**src/sv/edit_distance_matcher_defines.svh**
```systemverilog
// Assertion macros shared by the edit distance matcher modules.
`ifndef EDIT_DISTANCE_MATCHER_DEFINES_SVH
`define EDIT_DISTANCE_MATCHER_DEFINES_SVH

// Same-cycle implication, checked on every rising edge outside reset.
`define EDM_ASSERT_NOW(lbl, ante, cons) \
    lbl: assert property (@(posedge i_clk) disable iff (!i_rst_n) (ante) |-> (cons)) \
        else $error("edm: same-cycle check failed");

// Next-cycle implication, checked on every rising edge outside reset.
`define EDM_ASSERT_NEXT(lbl, ante, cons) \
    lbl: assert property (@(posedge i_clk) disable iff (!i_rst_n) (ante) |=> (cons)) \
        else $error("edm: next-cycle check failed");

`endif

```
**src/sv/edm_pkg.sv**
```systemverilog
// Shared types, constants and helpers of the edit distance matcher.
`default_nettype none

package edm_pkg;

    localparam int QUERY_MAX           = 16;
    localparam int MAX_WORD_LENGTH_DEF = 16;
    localparam int SYM_W               = 8;
    localparam int DIST_W              = 5;
    localparam int CFG_IDX_W           = 3;
    localparam int CFG_DATA_W          = 64;

    localparam logic [DIST_W-1:0] CELL_CAP      = 5'd31;
    localparam logic [DIST_W-1:0] DIST_SAT      = 5'd16;
    localparam logic [DIST_W-1:0] DEFAULT_LIMIT = 5'd2;

    localparam logic [CFG_IDX_W-1:0] REG_QUERY_LENGTH     = 3'd0;
    localparam logic [CFG_IDX_W-1:0] REG_QUERY_BYTES_LOW  = 3'd1;
    localparam logic [CFG_IDX_W-1:0] REG_QUERY_BYTES_HIGH = 3'd2;
    localparam logic [CFG_IDX_W-1:0] REG_DISTANCE_LIMIT   = 3'd3;

    // One candidate byte as it travels down the row of cells.
    typedef struct packed {
        logic [SYM_W-1:0]  sym;
        logic              start;
        logic              empty;
        logic              skip;
        logic              emit;
        logic              ovf;
        logic [DIST_W-1:0] left;
        logic [DIST_W-1:0] diag;
        logic [DIST_W-1:0] res;
    } t_token;

    function automatic logic [DIST_W-1:0] cap_cell(input logic [DIST_W:0] v);
        return (v > {1'b0, CELL_CAP}) ? CELL_CAP : v[DIST_W-1:0];
    endfunction

endpackage

`default_nettype wire

```
**src/sv/edm_in_if.sv**
```systemverilog
// Input channel carrying one candidate byte per transaction.
`default_nettype none

interface edm_in_if;
    logic                       valid;
    logic                       ready;
    logic [edm_pkg::SYM_W-1:0]  symbol;
    logic                       first_of_word;
    logic                       last_of_word;
    logic                       word_is_empty;

    modport source (output valid, symbol, first_of_word, last_of_word, word_is_empty,
                    input ready);
    modport sink   (input valid, symbol, first_of_word, last_of_word, word_is_empty,
                    output ready);
endinterface

`default_nettype wire

```
**src/sv/edm_out_if.sv**
```systemverilog
// Output channel carrying one match result per transaction.
`default_nettype none

interface edm_out_if;
    logic                        valid;
    logic                        ready;
    logic [edm_pkg::DIST_W-1:0]  distance;
    logic                        within_limit;
    logic                        word_too_long;

    modport source (output valid, distance, within_limit, word_too_long, input ready);
    modport sink   (input valid, distance, within_limit, word_too_long, output ready);
endinterface

`default_nettype wire

```
**src/sv/edm_head.sv**
```systemverilog
// Column zero of the row: candidate length counter and overflow tracking.
`default_nettype none

`include "edit_distance_matcher_defines.svh"

module edm_head #(
    parameter int MAX_WORD_LENGTH = edm_pkg::MAX_WORD_LENGTH_DEF
) (
    input  logic                          i_clk,
    input  logic                          i_rst_n,
    input  logic                          i_load,
    input  logic [edm_pkg::SYM_W-1:0]     i_symbol,
    input  logic                          i_first,
    input  logic                          i_last,
    input  logic                          i_empty,
    input  logic [edm_pkg::DIST_W-1:0]    i_len,
    output edm_pkg::t_token               o_tok
);

    localparam int CW = $clog2(MAX_WORD_LENGTH + 1);

    logic [CW-1:0]   r_count;
    logic [CW-1:0]   n_count;
    logic            r_ovf;
    logic            n_ovf;
    edm_pkg::t_token r_tok;
    edm_pkg::t_token n_tok;
    logic            w_start;
    logic [CW-1:0]   w_base;
    logic [7:0]      w_base_ext;
    logic [7:0]      w_next_ext;

    assign w_start    = i_first | i_empty;
    assign w_base     = w_start ? '0 : r_count;
    assign w_base_ext = 8'(w_base);
    assign w_next_ext = 8'(w_base) + 8'd1;

    always_comb begin
        n_count     = w_base;
        n_ovf       = w_start ? 1'b0 : r_ovf;
        n_tok.sym   = i_symbol;
        n_tok.start = w_start;
        n_tok.empty = i_empty;
        n_tok.skip  = 1'b0;
        n_tok.emit  = i_last | i_empty;
        n_tok.diag  = edm_pkg::cap_cell(w_base_ext[edm_pkg::DIST_W:0] |
                                        {1'b0, {edm_pkg::DIST_W{|w_base_ext[7:6]}}});
        n_tok.left  = n_tok.diag;
        if (i_empty) begin
            n_count    = '0;
            n_ovf      = 1'b0;
            n_tok.left = '0;
            n_tok.diag = '0;
        end else if (w_base >= CW'(MAX_WORD_LENGTH)) begin
            // Bytes past the bound leave the row untouched.
            n_ovf      = 1'b1;
            n_tok.skip = 1'b1;
        end else begin
            n_count    = CW'(w_next_ext);
            n_tok.left = edm_pkg::cap_cell(w_next_ext[edm_pkg::DIST_W:0] |
                                           {1'b0, {edm_pkg::DIST_W{|w_next_ext[7:6]}}});
        end
        n_tok.ovf = n_ovf;
        n_tok.res = (i_len == '0) ? n_tok.left : '0;
    end

    always_ff @(posedge i_clk) begin
        if (!i_rst_n) begin
            r_count <= '0;
            r_ovf   <= 1'b0;
        end else if (i_load) begin
            r_count <= n_count;
            r_ovf   <= n_ovf;
        end
    end

    always_ff @(posedge i_clk) begin
        if (i_load) begin
            r_tok <= n_tok;
        end
    end

    assign o_tok = r_tok;

    `EDM_ASSERT_NOW(a_count_bound, 1'b1, r_count <= CW'(MAX_WORD_LENGTH))

endmodule

`default_nettype wire

```
**src/sv/edm_cell.sv**
```systemverilog
// One query column of the row: holds its distance entry and updates it per byte.
`default_nettype none

module edm_cell #(
    parameter int COL = 1
) (
    input  logic                          i_clk,
    input  logic                          i_rst_n,
    input  logic                          i_load,
    input  edm_pkg::t_token               i_tok,
    input  logic [edm_pkg::SYM_W-1:0]     i_qbyte,
    input  logic [edm_pkg::DIST_W-1:0]    i_len,
    output edm_pkg::t_token               o_tok
);

    logic [edm_pkg::DIST_W-1:0] r_col;
    logic [edm_pkg::DIST_W-1:0] w_above;
    logic [edm_pkg::DIST_W-1:0] w_new;
    logic [edm_pkg::DIST_W:0]   w_sub;
    logic [edm_pkg::DIST_W:0]   w_del;
    logic [edm_pkg::DIST_W:0]   w_ins;
    logic [edm_pkg::DIST_W:0]   w_best;
    edm_pkg::t_token            r_tok;
    edm_pkg::t_token            n_tok;

    always_comb begin
        // A new word sees the freshly initialized row entry.
        w_above = i_tok.start ? edm_pkg::DIST_W'(COL) : r_col;
        w_sub   = {1'b0, i_tok.diag} + {{edm_pkg::DIST_W{1'b0}}, (i_qbyte != i_tok.sym)};
        w_del   = {1'b0, w_above} + 6'd1;
        w_ins   = {1'b0, i_tok.left} + 6'd1;
        w_best  = w_sub;
        if (w_del < w_best) begin
            w_best = w_del;
        end
        if (w_ins < w_best) begin
            w_best = w_ins;
        end
        if (i_tok.empty) begin
            w_new = edm_pkg::DIST_W'(COL);
        end else if (i_tok.skip) begin
            w_new = w_above;
        end else begin
            w_new = edm_pkg::cap_cell(w_best);
        end
        n_tok      = i_tok;
        n_tok.left = w_new;
        n_tok.diag = w_above;
        if (i_len == edm_pkg::DIST_W'(COL)) begin
            n_tok.res = w_new;
        end
    end

    always_ff @(posedge i_clk) begin
        if (!i_rst_n) begin
            r_col <= edm_pkg::DIST_W'(COL);
        end else if (i_load) begin
            r_col <= w_new;
        end
    end

    always_ff @(posedge i_clk) begin
        if (i_load) begin
            r_tok <= n_tok;
        end
    end

    assign o_tok = r_tok;

endmodule

`default_nettype wire

```
**src/sv/edit_distance_matcher.sv**
```systemverilog
// Path: a byte passes 17 registered stages, the head and then the cells of the row.
// Throughput: one candidate byte per cycle; the row of cells is a pipeline with per-stage
// valid bits, so a waiting result only stops the stages that are full behind it.
// Reset: synchronous, active low; the row returns to entry j = j, counters clear,
// query registers clear and the distance limit returns to 2.
`default_nettype none

`include "edit_distance_matcher_defines.svh"

module edit_distance_matcher #(
    parameter int MAX_WORD_LENGTH = edm_pkg::MAX_WORD_LENGTH_DEF
) (
    input  logic                              i_clk,
    input  logic                              i_rst_n,
    input  logic                              i_cfg_we,
    input  logic [edm_pkg::CFG_IDX_W-1:0]     i_cfg_idx,
    input  logic [edm_pkg::CFG_DATA_W-1:0]    i_cfg_data,
    edm_in_if.sink                            i_sym_ch,
    edm_out_if.source                         o_res_ch
);

    localparam int Q = edm_pkg::QUERY_MAX;

    logic [edm_pkg::DIST_W-1:0]  r_qlen;
    logic [63:0]                 r_qlo;
    logic [63:0]                 r_qhi;
    logic [edm_pkg::DIST_W-1:0]  r_limit;
    logic [127:0]                w_query;
    logic [edm_pkg::DIST_W-1:0]  w_len;
    logic [Q:0]                  r_vld;
    logic [Q:0]                  n_vld;
    logic [Q:0]                  w_leave;
    logic [Q:0]                  w_load;
    edm_pkg::t_token             w_tok [0:Q];

    // Configuration registers.
    always_ff @(posedge i_clk) begin
        if (!i_rst_n) begin
            r_qlen  <= '0;
            r_qlo   <= '0;
            r_qhi   <= '0;
            r_limit <= edm_pkg::DEFAULT_LIMIT;
        end else if (i_cfg_we) begin
            unique case (i_cfg_idx)
                edm_pkg::REG_QUERY_LENGTH:     r_qlen  <= i_cfg_data[edm_pkg::DIST_W-1:0];
                edm_pkg::REG_QUERY_BYTES_LOW:  r_qlo   <= i_cfg_data;
                edm_pkg::REG_QUERY_BYTES_HIGH: r_qhi   <= i_cfg_data;
                edm_pkg::REG_DISTANCE_LIMIT:   r_limit <= i_cfg_data[edm_pkg::DIST_W-1:0];
                default: ;
            endcase
        end
    end

    assign w_query = {r_qhi, r_qlo};
    assign w_len   = (r_qlen > edm_pkg::DIST_W'(Q)) ? edm_pkg::DIST_W'(Q) : r_qlen;

    // A stage empties when its token moves on; the last stage drops tokens with no result.
    assign w_leave[Q] = r_vld[Q] && (!w_tok[Q].emit || o_res_ch.ready);

    for (genvar k = 0; k < Q; k++) begin : g_flow
        assign w_leave[k]  = r_vld[k] && (!r_vld[k+1] || w_leave[k+1]);
        assign w_load[k+1] = w_leave[k];
    end

    assign i_sym_ch.ready = !r_vld[0] || w_leave[0];
    assign w_load[0]      = i_sym_ch.valid && i_sym_ch.ready;

    always_comb begin
        n_vld = w_load | (r_vld & ~w_leave);
    end

    always_ff @(posedge i_clk) begin
        if (!i_rst_n) begin
            r_vld <= '0;
        end else begin
            r_vld <= n_vld;
        end
    end

    edm_head #(
        .MAX_WORD_LENGTH (MAX_WORD_LENGTH)
    ) u_head (
        .i_clk    (i_clk),
        .i_rst_n  (i_rst_n),
        .i_load   (w_load[0]),
        .i_symbol (i_sym_ch.symbol),
        .i_first  (i_sym_ch.first_of_word),
        .i_last   (i_sym_ch.last_of_word),
        .i_empty  (i_sym_ch.word_is_empty),
        .i_len    (w_len),
        .o_tok    (w_tok[0])
    );

    for (genvar j = 1; j <= Q; j++) begin : g_cell
        edm_cell #(
            .COL (j)
        ) u_cell (
            .i_clk   (i_clk),
            .i_rst_n (i_rst_n),
            .i_load  (w_load[j]),
            .i_tok   (w_tok[j-1]),
            .i_qbyte (w_query[8*(j-1) +: 8]),
            .i_len   (w_len),
            .o_tok   (w_tok[j])
        );
    end

    assign o_res_ch.valid         = r_vld[Q] && w_tok[Q].emit;
    assign o_res_ch.word_too_long = w_tok[Q].ovf;
    assign o_res_ch.within_limit  = !w_tok[Q].ovf && (w_tok[Q].res <= r_limit);
    assign o_res_ch.distance      = (w_tok[Q].ovf || w_tok[Q].res > edm_pkg::DIST_SAT) ?
                                    edm_pkg::DIST_SAT : w_tok[Q].res;

    `EDM_ASSERT_NOW(a_ready_when_head_free, i_sym_ch.valid && !r_vld[0], i_sym_ch.ready)
    `EDM_ASSERT_NOW(a_close_not_long, o_res_ch.valid, !(o_res_ch.within_limit && o_res_ch.word_too_long))
    `EDM_ASSERT_NEXT(a_empty_word_head, w_load[0] && i_sym_ch.word_is_empty, r_vld[0] && w_tok[0].emit && (w_tok[0].left == '0) && !w_tok[0].ovf)

endmodule

`default_nettype wire
```
**src/flat_wrapper.sv**
```systemverilog
// flat-port wrapper written by rule: the top's interface ports become plain ports
module edit_distance_matcher_flat 
#(
    parameter int MAX_WORD_LENGTH = edm_pkg::MAX_WORD_LENGTH_DEF
)
  (i_clk, i_rst_n, i_cfg_we, i_cfg_idx, i_cfg_data, i_sym_ch_valid, i_sym_ch_symbol, i_sym_ch_first_of_word, i_sym_ch_last_of_word, i_sym_ch_word_is_empty, i_sym_ch_ready, o_res_ch_valid, o_res_ch_distance, o_res_ch_within_limit, o_res_ch_word_too_long, o_res_ch_ready);
  edm_in_if i_sym_ch_i ();
  edm_out_if o_res_ch_i ();
  input  logic i_clk;
  input  logic i_rst_n;
  input  logic i_cfg_we;
  input  logic [edm_pkg::CFG_IDX_W-1:0] i_cfg_idx;
  input  logic [edm_pkg::CFG_DATA_W-1:0] i_cfg_data;
  input wire logic [$bits(i_sym_ch_i.valid)-1:0] i_sym_ch_valid;
  input wire logic [$bits(i_sym_ch_i.symbol)-1:0] i_sym_ch_symbol;
  input wire logic [$bits(i_sym_ch_i.first_of_word)-1:0] i_sym_ch_first_of_word;
  input wire logic [$bits(i_sym_ch_i.last_of_word)-1:0] i_sym_ch_last_of_word;
  input wire logic [$bits(i_sym_ch_i.word_is_empty)-1:0] i_sym_ch_word_is_empty;
  output wire logic [$bits(i_sym_ch_i.ready)-1:0] i_sym_ch_ready;
  output wire logic [$bits(o_res_ch_i.valid)-1:0] o_res_ch_valid;
  output wire logic [$bits(o_res_ch_i.distance)-1:0] o_res_ch_distance;
  output wire logic [$bits(o_res_ch_i.within_limit)-1:0] o_res_ch_within_limit;
  output wire logic [$bits(o_res_ch_i.word_too_long)-1:0] o_res_ch_word_too_long;
  input wire logic [$bits(o_res_ch_i.ready)-1:0] o_res_ch_ready;
  assign i_sym_ch_i.valid = i_sym_ch_valid;
  assign i_sym_ch_i.symbol = i_sym_ch_symbol;
  assign i_sym_ch_i.first_of_word = i_sym_ch_first_of_word;
  assign i_sym_ch_i.last_of_word = i_sym_ch_last_of_word;
  assign i_sym_ch_i.word_is_empty = i_sym_ch_word_is_empty;
  assign i_sym_ch_ready = i_sym_ch_i.ready;
  assign o_res_ch_valid = o_res_ch_i.valid;
  assign o_res_ch_distance = o_res_ch_i.distance;
  assign o_res_ch_within_limit = o_res_ch_i.within_limit;
  assign o_res_ch_word_too_long = o_res_ch_i.word_too_long;
  assign o_res_ch_i.ready = o_res_ch_ready;
  edit_distance_matcher #(.MAX_WORD_LENGTH(MAX_WORD_LENGTH)) u_core (.i_clk(i_clk), .i_rst_n(i_rst_n), .i_cfg_we(i_cfg_we), .i_cfg_idx(i_cfg_idx), .i_cfg_data(i_cfg_data), .i_sym_ch(i_sym_ch_i), .o_res_ch(o_res_ch_i));
endmodule
```
**config.mk**
```make
export PLATFORM = sky130hd
export DESIGN_NAME = edit_distance_matcher_flat
export DESIGN_NICKNAME = d
export VERILOG_FILES = /design/src/sv/edm_pkg.sv /design/src/sv/edm_in_if.sv /design/src/sv/edm_out_if.sv /design/src/sv/edm_head.sv /design/src/sv/edm_cell.sv /design/src/sv/edit_distance_matcher.sv /design/src/flat_wrapper.sv
export VERILOG_INCLUDE_DIRS = /design/src /design/src/sv
export SDC_FILE = /design/constraint.sdc
export NUM_CORES = 2
export LEC_CHECK = 0
export BUFFER_PORTS_ARGS = -buffer_cell sky130_fd_sc_hd__clkbuf_2
export CAP_MARGIN = 20
export CORE_MARGIN = 3
export CORE_UTILIZATION = 40
export CTS_CLUSTER_DIAMETER = 80
export DETAILED_ROUTE_END_ITERATION = 16
export MAX_ROUTING_LAYER = met4
export SLEW_MARGIN = 40
export SYNTH_ARGS = -nofsm -noshare
export SYNTH_HDL_FRONTEND = slang
export SYNTH_HIERARCHICAL = 1
export SYNTH_SLANG_ARGS = --single-unit
```
**constraint.sdc**
```tcl
create_clock -name i_clk -period 4.96 [get_ports i_clk]
set_input_delay 0.248 -clock i_clk [delete_from_list [all_inputs] [get_ports i_clk]]
set_output_delay 0.248 -clock i_clk [all_outputs]
set_load 0.05 [all_outputs]
```
== Word-level counts from Yosys, hierarchy flattened ==
Cells that the tools add are included.
Word-level totals
  register bits: 696
  bits of input ports: 83
  output and inout port bits: 9
  logic and storage cells: 504
Operators by class
  add/sub/neg operators: 49
  $lt $le $gt $ge: 54
  equal/unequal tests: 35
  muxes and demuxes: 125
  bitwise logic cells: 6
  reduce and logical (&&, ||, !) cells: 65
Operators with widths (count)
  5-bit two-way mux: 89
  5-bit by 1-bit adder with 6-bit output (second input constant): 33
  6-bit < comparator: 32
  6-bit two-way mux: 32
  8-bit inequality test: 16
  6-bit by 5-bit greater-than comparator with 1-bit output (second input constant): 17
  5-bit by 1-bit adder with 6-bit output: 16
  5-bit by 4-bit equality test with 1-bit output (second input constant): 8
  5-bit by 3-bit equality test with 1-bit output (second input constant): 4
  1-bit logical AND: 20
  1-bit logical NOT: 19
  1-bit logical OR: 19
  17-bit AND: 1
  17-bit inverter: 1
  17-bit OR: 1
  5-bit greater-than comparator (second input constant): 3
  5-bit by 2-bit equality test with 1-bit output (second input constant): 2
  2-bit AND reduction: 4
  3-bit by 2-bit equality test with 1-bit output (second input constant): 2
  6-bit by 5-bit OR with 6-bit output: 1
  5-bit by 1-bit equality test with 1-bit output (second input constant): 1
  5-bit equality test (second input constant): 1
  5-bit >= comparator (second input constant): 1
  5-bit less-or-equal comparator: 1
  6 further kinds: 10

== Longest topological paths before layout ==
  word-level depth: 38
  mapped depth: 23
  depth with buffers taken out: 23

== By module ==
The synthesis kept the hierarchy.
Modules (own cells, without submodules)
  edit_distance_matcher: times used 1, cells each 708, area an instance 6048.3 um^2, seq. area each 3103.0 um^2
  edm_cell (u_core.g_cell[16].u_cell): times used 1, cells each 191, area an instance 2160.8 um^2, seq. area each 940.9 um^2
  edm_cell (u_core.g_cell[2].u_cell): times used 1, cells each 190, area an instance 2160.8 um^2, seq. area each 940.9 um^2
  edm_cell (u_core.g_cell[11].u_cell): times used 1, cells each 194, area an instance 2137.0 um^2, seq. area each 940.9 um^2
  edm_cell (u_core.g_cell[1].u_cell): times used 1, cells each 197, area an instance 2132.0 um^2, seq. area each 940.9 um^2
  edm_cell (u_core.g_cell[15].u_cell): times used 1, cells each 198, area an instance 2123.3 um^2, seq. area each 940.9 um^2
  edm_cell (u_core.g_cell[3].u_cell): times used 1, cells each 191, area an instance 2103.3 um^2, seq. area each 940.9 um^2
  edm_cell (u_core.g_cell[10].u_cell): times used 1, cells each 187, area an instance 2069.5 um^2, seq. area each 940.9 um^2
  edm_cell (u_core.g_cell[5].u_cell): times used 1, cells each 200, area an instance 2062.0 um^2, seq. area each 940.9 um^2
  edm_cell (u_core.g_cell[8].u_cell): times used 1, cells each 180, area an instance 2050.7 um^2, seq. area each 940.9 um^2
  edm_cell (u_core.g_cell[9].u_cell): times used 1, cells each 178, area an instance 2031.9 um^2, seq. area each 940.9 um^2
  edm_cell (u_core.g_cell[4].u_cell): times used 1, cells each 183, area an instance 2006.9 um^2, seq. area each 940.9 um^2
  edm_cell (u_core.g_cell[7].u_cell): times used 1, cells each 190, area an instance 2005.7 um^2, seq. area each 940.9 um^2
  edm_cell (u_core.g_cell[13].u_cell): times used 1, cells each 168, area an instance 2000.7 um^2, seq. area each 940.9 um^2
  4 more rows

== Worst setup path before layout ==
OpenSTA, ideal clock, no wires.
  kind: register to register
  start point: reg u_core.g_cell[15].u_cell.r_tok, in the netlist u_core/g_cell[15].u_cell/o_tok[27]
  end point: reg u_core.g_cell[16].u_cell.r_tok, in the netlist u_core/g_cell[16].u_cell/o_tok[0], data pin
  setup time: 260 ps
  arrival: 5037 ps
  data required time: 4700 ps
  slack: -337 ps
  stages on the path, launching flop included: 24
  buffers on the path: 0
  period minus slack after synthesis: 5297 ps
  cell sequence: edfxtp_1 > xor2_1 > nor4_1 > nand2_1 > ha_1 > ha_1 > xor2_1 > inv_1 > ha_1 > o21ai_0 > o21ba_1 > maj3_2 > a21oi_2 > nor2_1 > nor2_1 > a21oi_1 > ha_1 > and2_1 > a221oi_1 > nand2_1 > o31ai_2 > or3_4 > mux2_4 > mux2_4
RTL lines
  from (decl): RTL line edm_cell.sv:23  | edm_pkg::t_token r_tok;
  from (signal assigned): RTL line edm_cell.sv:64  | r_tok <= n_tok;
  to (signal assigned): RTL line edm_cell.sv:64
  to (decl): RTL line edm_cell.sv:23

==> key figures <==
GRT
  • Vias in the first global route: between 30,000 and 40,000
  • Total GRT Usage: 0.213
  • Initial antenna violation count: 15
  • GRT overflow: 0
  • Largest net degree at the start of global routing: between 100 and 150
  • First-pass GRT wire length: 169 mm

Critical path
  • Critical Path Sink Type: flop
  • Critical Path Fanout Max: 5
  • FF-to-FF End: u_core/g_cell[6].u_cell/o_tok[1]
  • Req. time, crit path: ~5.3 ns
  • End of the critical path: u_core/g_cell[6].u_cell/o_tok[1]
  • R2r startpoint: u_core/g_cell[5].u_cell/o_tok[25]
  • CP arrival: 5.37 ns
  • FF-to-FF path depth: 21
  • CP startpoint: u_core/g_cell[5].u_cell/o_tok[25]
  • Startpoint types: flop
  • Setup Crit Path Kind: flop to flop
  • Register-to-register setup slack: -0.05 ns

Worst hold path
  • Worst Hold Class: input port to flop
  • Hold path depth: 3

STA
  • Relative slew slack: 0.428
  • TNS Setup: -0.111 ns
  • Clock skew: 0.0280 ns
  • RSZ-0062 raised after global routing: true
  • Final hold violations: 0
  • Post-layout min period: 5.01 ns
  • Max Slew Vio Count: 0
  • FMAX: 200 MHz
  • Min Hold Slack: between 0.03 and 0.04 ns
  • Final setup fails: 6
  • Final period utilization: 1.01
  • Setup ws final: -0.0467 ns
  • Slew @ Worst Pin: 0.858 ns

Clocking
  • Worst skew pair latency: 0.63 ns
  • H-tree levels: 3
  • Worst-path clk slew: 0.06 ns
  • Total CTS buffers: 75
  • Number of clock sinks: 696
  • TritonCTS clock tree: built
  • Clock Tree Root: clkbuf_16
  • Max Root-Sink Buffers: 3

Final layout
  • Area added between synthesis and finish: 27.4%
  • Share of cells above drive strength 1: 0.283
  • FILL cells: 8,756
  • Fin nets: approximately 4,700

Detailed routing
  • Residual DRC: 0
  • Detailed Routing Iterations Pass 1: 6
  • Vias: 31,100
  • DR vias/cell: 5.41
  • 1st-iter DRT viols: 2,310
  • WL final: around 110 mm
  • DRT antenna net count: 0
  • Avg WL per Cell: 19.3 microns

Floorplanning
  • Core outline area: 98,400 sq um
  • Die Y: 321 microns
  • Ports: about 90
  • Chip Width: about 320 microns
  • Starting Density: 0.404
  • Die Area: 103,000 sq um
  • Num rows: approximately 120

Yosys
  • Synthesized area per cell: 10.6 sq um
  • Synthesized cell area: 39,800 sq um
  • Syn Nets: between 4,000 and 5,000
  • Synth warn: 6
  • Synth Instances: 3,768

Status
  • Status: complete, but fails checks
  • Failing checks: setup timing

Place
  • Routability cong.: between 0.8 and 0.9
  • Pre-CTS setup slack: -0.431 ns
  • IO buf count: between 90 and 100
  • Post-DP HPWL: ~81 mm

Power
  • Max rail drop VDD: 0.329 mV
  • PwrDens: 250 nW/um^2
  • Final Power: 12.6 mW
  • Leak: 19.4 nW

Flow run
  • Max Cap Viol: 0
## power breakdown
part           total, mW  internal [mW]  leakage (nW)  switching [mW]
registers           6.25           6.19          6.05          0.0610
clock network       5.60           3.24          1.20            2.35
logic              0.787          0.373          12.2           0.414
total               12.6           9.81          19.4            2.83
## registers in the layout, indices dropped and copies added, names as in the netlist
name,count
u_core/g_cell.u_cell/r_col,80
u_core/r_qlo,64
u_core/r_qlen,5
u_core/u_head/r_ovf,1
u_core/r_limit,5
u_core/g_cell.u_cell/o_tok,427
u_core/r_qhi,64
u_core/u_head/o_tok,28
u_core/u_head/r_count,5
u_core/r_vld,17
## cell usage in the layout, fill, tap and decap left out, types with 20 or more instances in the layout
cell type / instances
dfxtp_1: 240
nor2b_1: 64
mux2_4: 34
a21boi_0: 133
ha_4: 38
nand3_1: 106
nand2b_1: 41
edfxtp_1: 455
nor3_1: 50
nand2_1: 404
or2_2: 32
a31oi_1: 28
ha_1: 158
xor2_1: 180
nor4_1: 20
nor4_2: 23
o21ai_1: 30
clkbuf_16: 80
inv_1: 128
nor2_1: 220
xnor2_1: 59
a21oi_2: 22
nand4_1: 27
mux2_2: 36
o21a_1: 25
o21ai_2: 22
o31ai_1: 26
o21ai_0: 100
buf_6: 25
and2_1: 38
a21o_1: 53
mux2i_1: 64
inv_2: 22
buf_4: 435
clkbuf_2: 90
and3_1: 67
a21oi_1: 99
dlygate4sd3_1: 73
## layout make-up
cell class	count	area [sq um]	area share
multi-input combinational	2825	22600	0.447
clock buffer	104	2170	0.0429
tap	1287	1610	0.0318
sequential	696	18500	0.365
antenna	15	37.5	0.000741
timing repair buffer	629	4830	0.0954
inverter	150	563	0.0111
clock inverter	36	308	0.00608
## worst max-delay path, stage by stage (launching register included)
cell and delay [ns]:
edfxtp_1 0.44, xor2_1 0.20, nor4_2 0.37, nand2_2 0.19, ha_4 0.20, ha_4 0.27, inv_2 0.04, ha_4 0.14
or4bb_1 0.48, a32oi_2 0.22, o21ai_2 0.10, a211oi_4 0.26, buf_6 0.15, mux2i_4 0.25, ha_4 0.23, a21o_1 0.18
a21oi_2 0.15, nand3b_1 0.13, o21ai_4 0.16, buf_12 0.16, mux2i_4 0.28, a31oi_2 0.12
## layer usage
metal  global-route usage  vias to the layer above  share of wire
met5                    -                        -              0
met4               0.0585                        0          0.027
met3               0.0274                      179          0.044
met2                0.357                      705           0.49
met1                0.272                    15000           0.44
li1                     -                    15200              -
## metrics by stage
stage | area (sq um) | utilization | std cells
2_1_floorplan | 39800 | - | 3768
3_3_place_gp | 44300 | 0.450 | 5411
3_5_place_dp | 44300 | 0.450 | 5412
4_1_cts | 48300 | 0.491 | 5659
5_1_grt | 50700 | 0.515 | 5741
6_report | 50700 | 0.515 | 5742
## timing repair
action                     4_1_cts  5_1_grt
pin swaps                       92      245
gates resized for setup        109      355
setup endpoints to repair      112      234
hold endpoints to repair       146        0
hold buffers                    73        0
setup buffers                   34       74
## worst min-delay path by stage
stage / start / endpoint / slack, ns
global route: i_cfg_data[63] / u_core/r_qlo[63] / 0.03
floorplan: i_rst_n / u_core/g_cell[15].u_cell/r_col[2] / 0.33
finish: i_cfg_data[63] / u_core/r_qlo[63] / 0.03
CTS: i_cfg_data[63] / u_core/r_qlo[63] / 0.00005
detailed placement: u_core/g_cell[7].u_cell/o_tok[15] / u_core/g_cell[8].u_cell/o_tok[15] / 0.40
global placement: u_core/g_cell[3].u_cell/o_tok[15] / u_core/g_cell[4].u_cell/o_tok[15] / 0.40
Note: power is estimated with default switching activity, not from simulation.
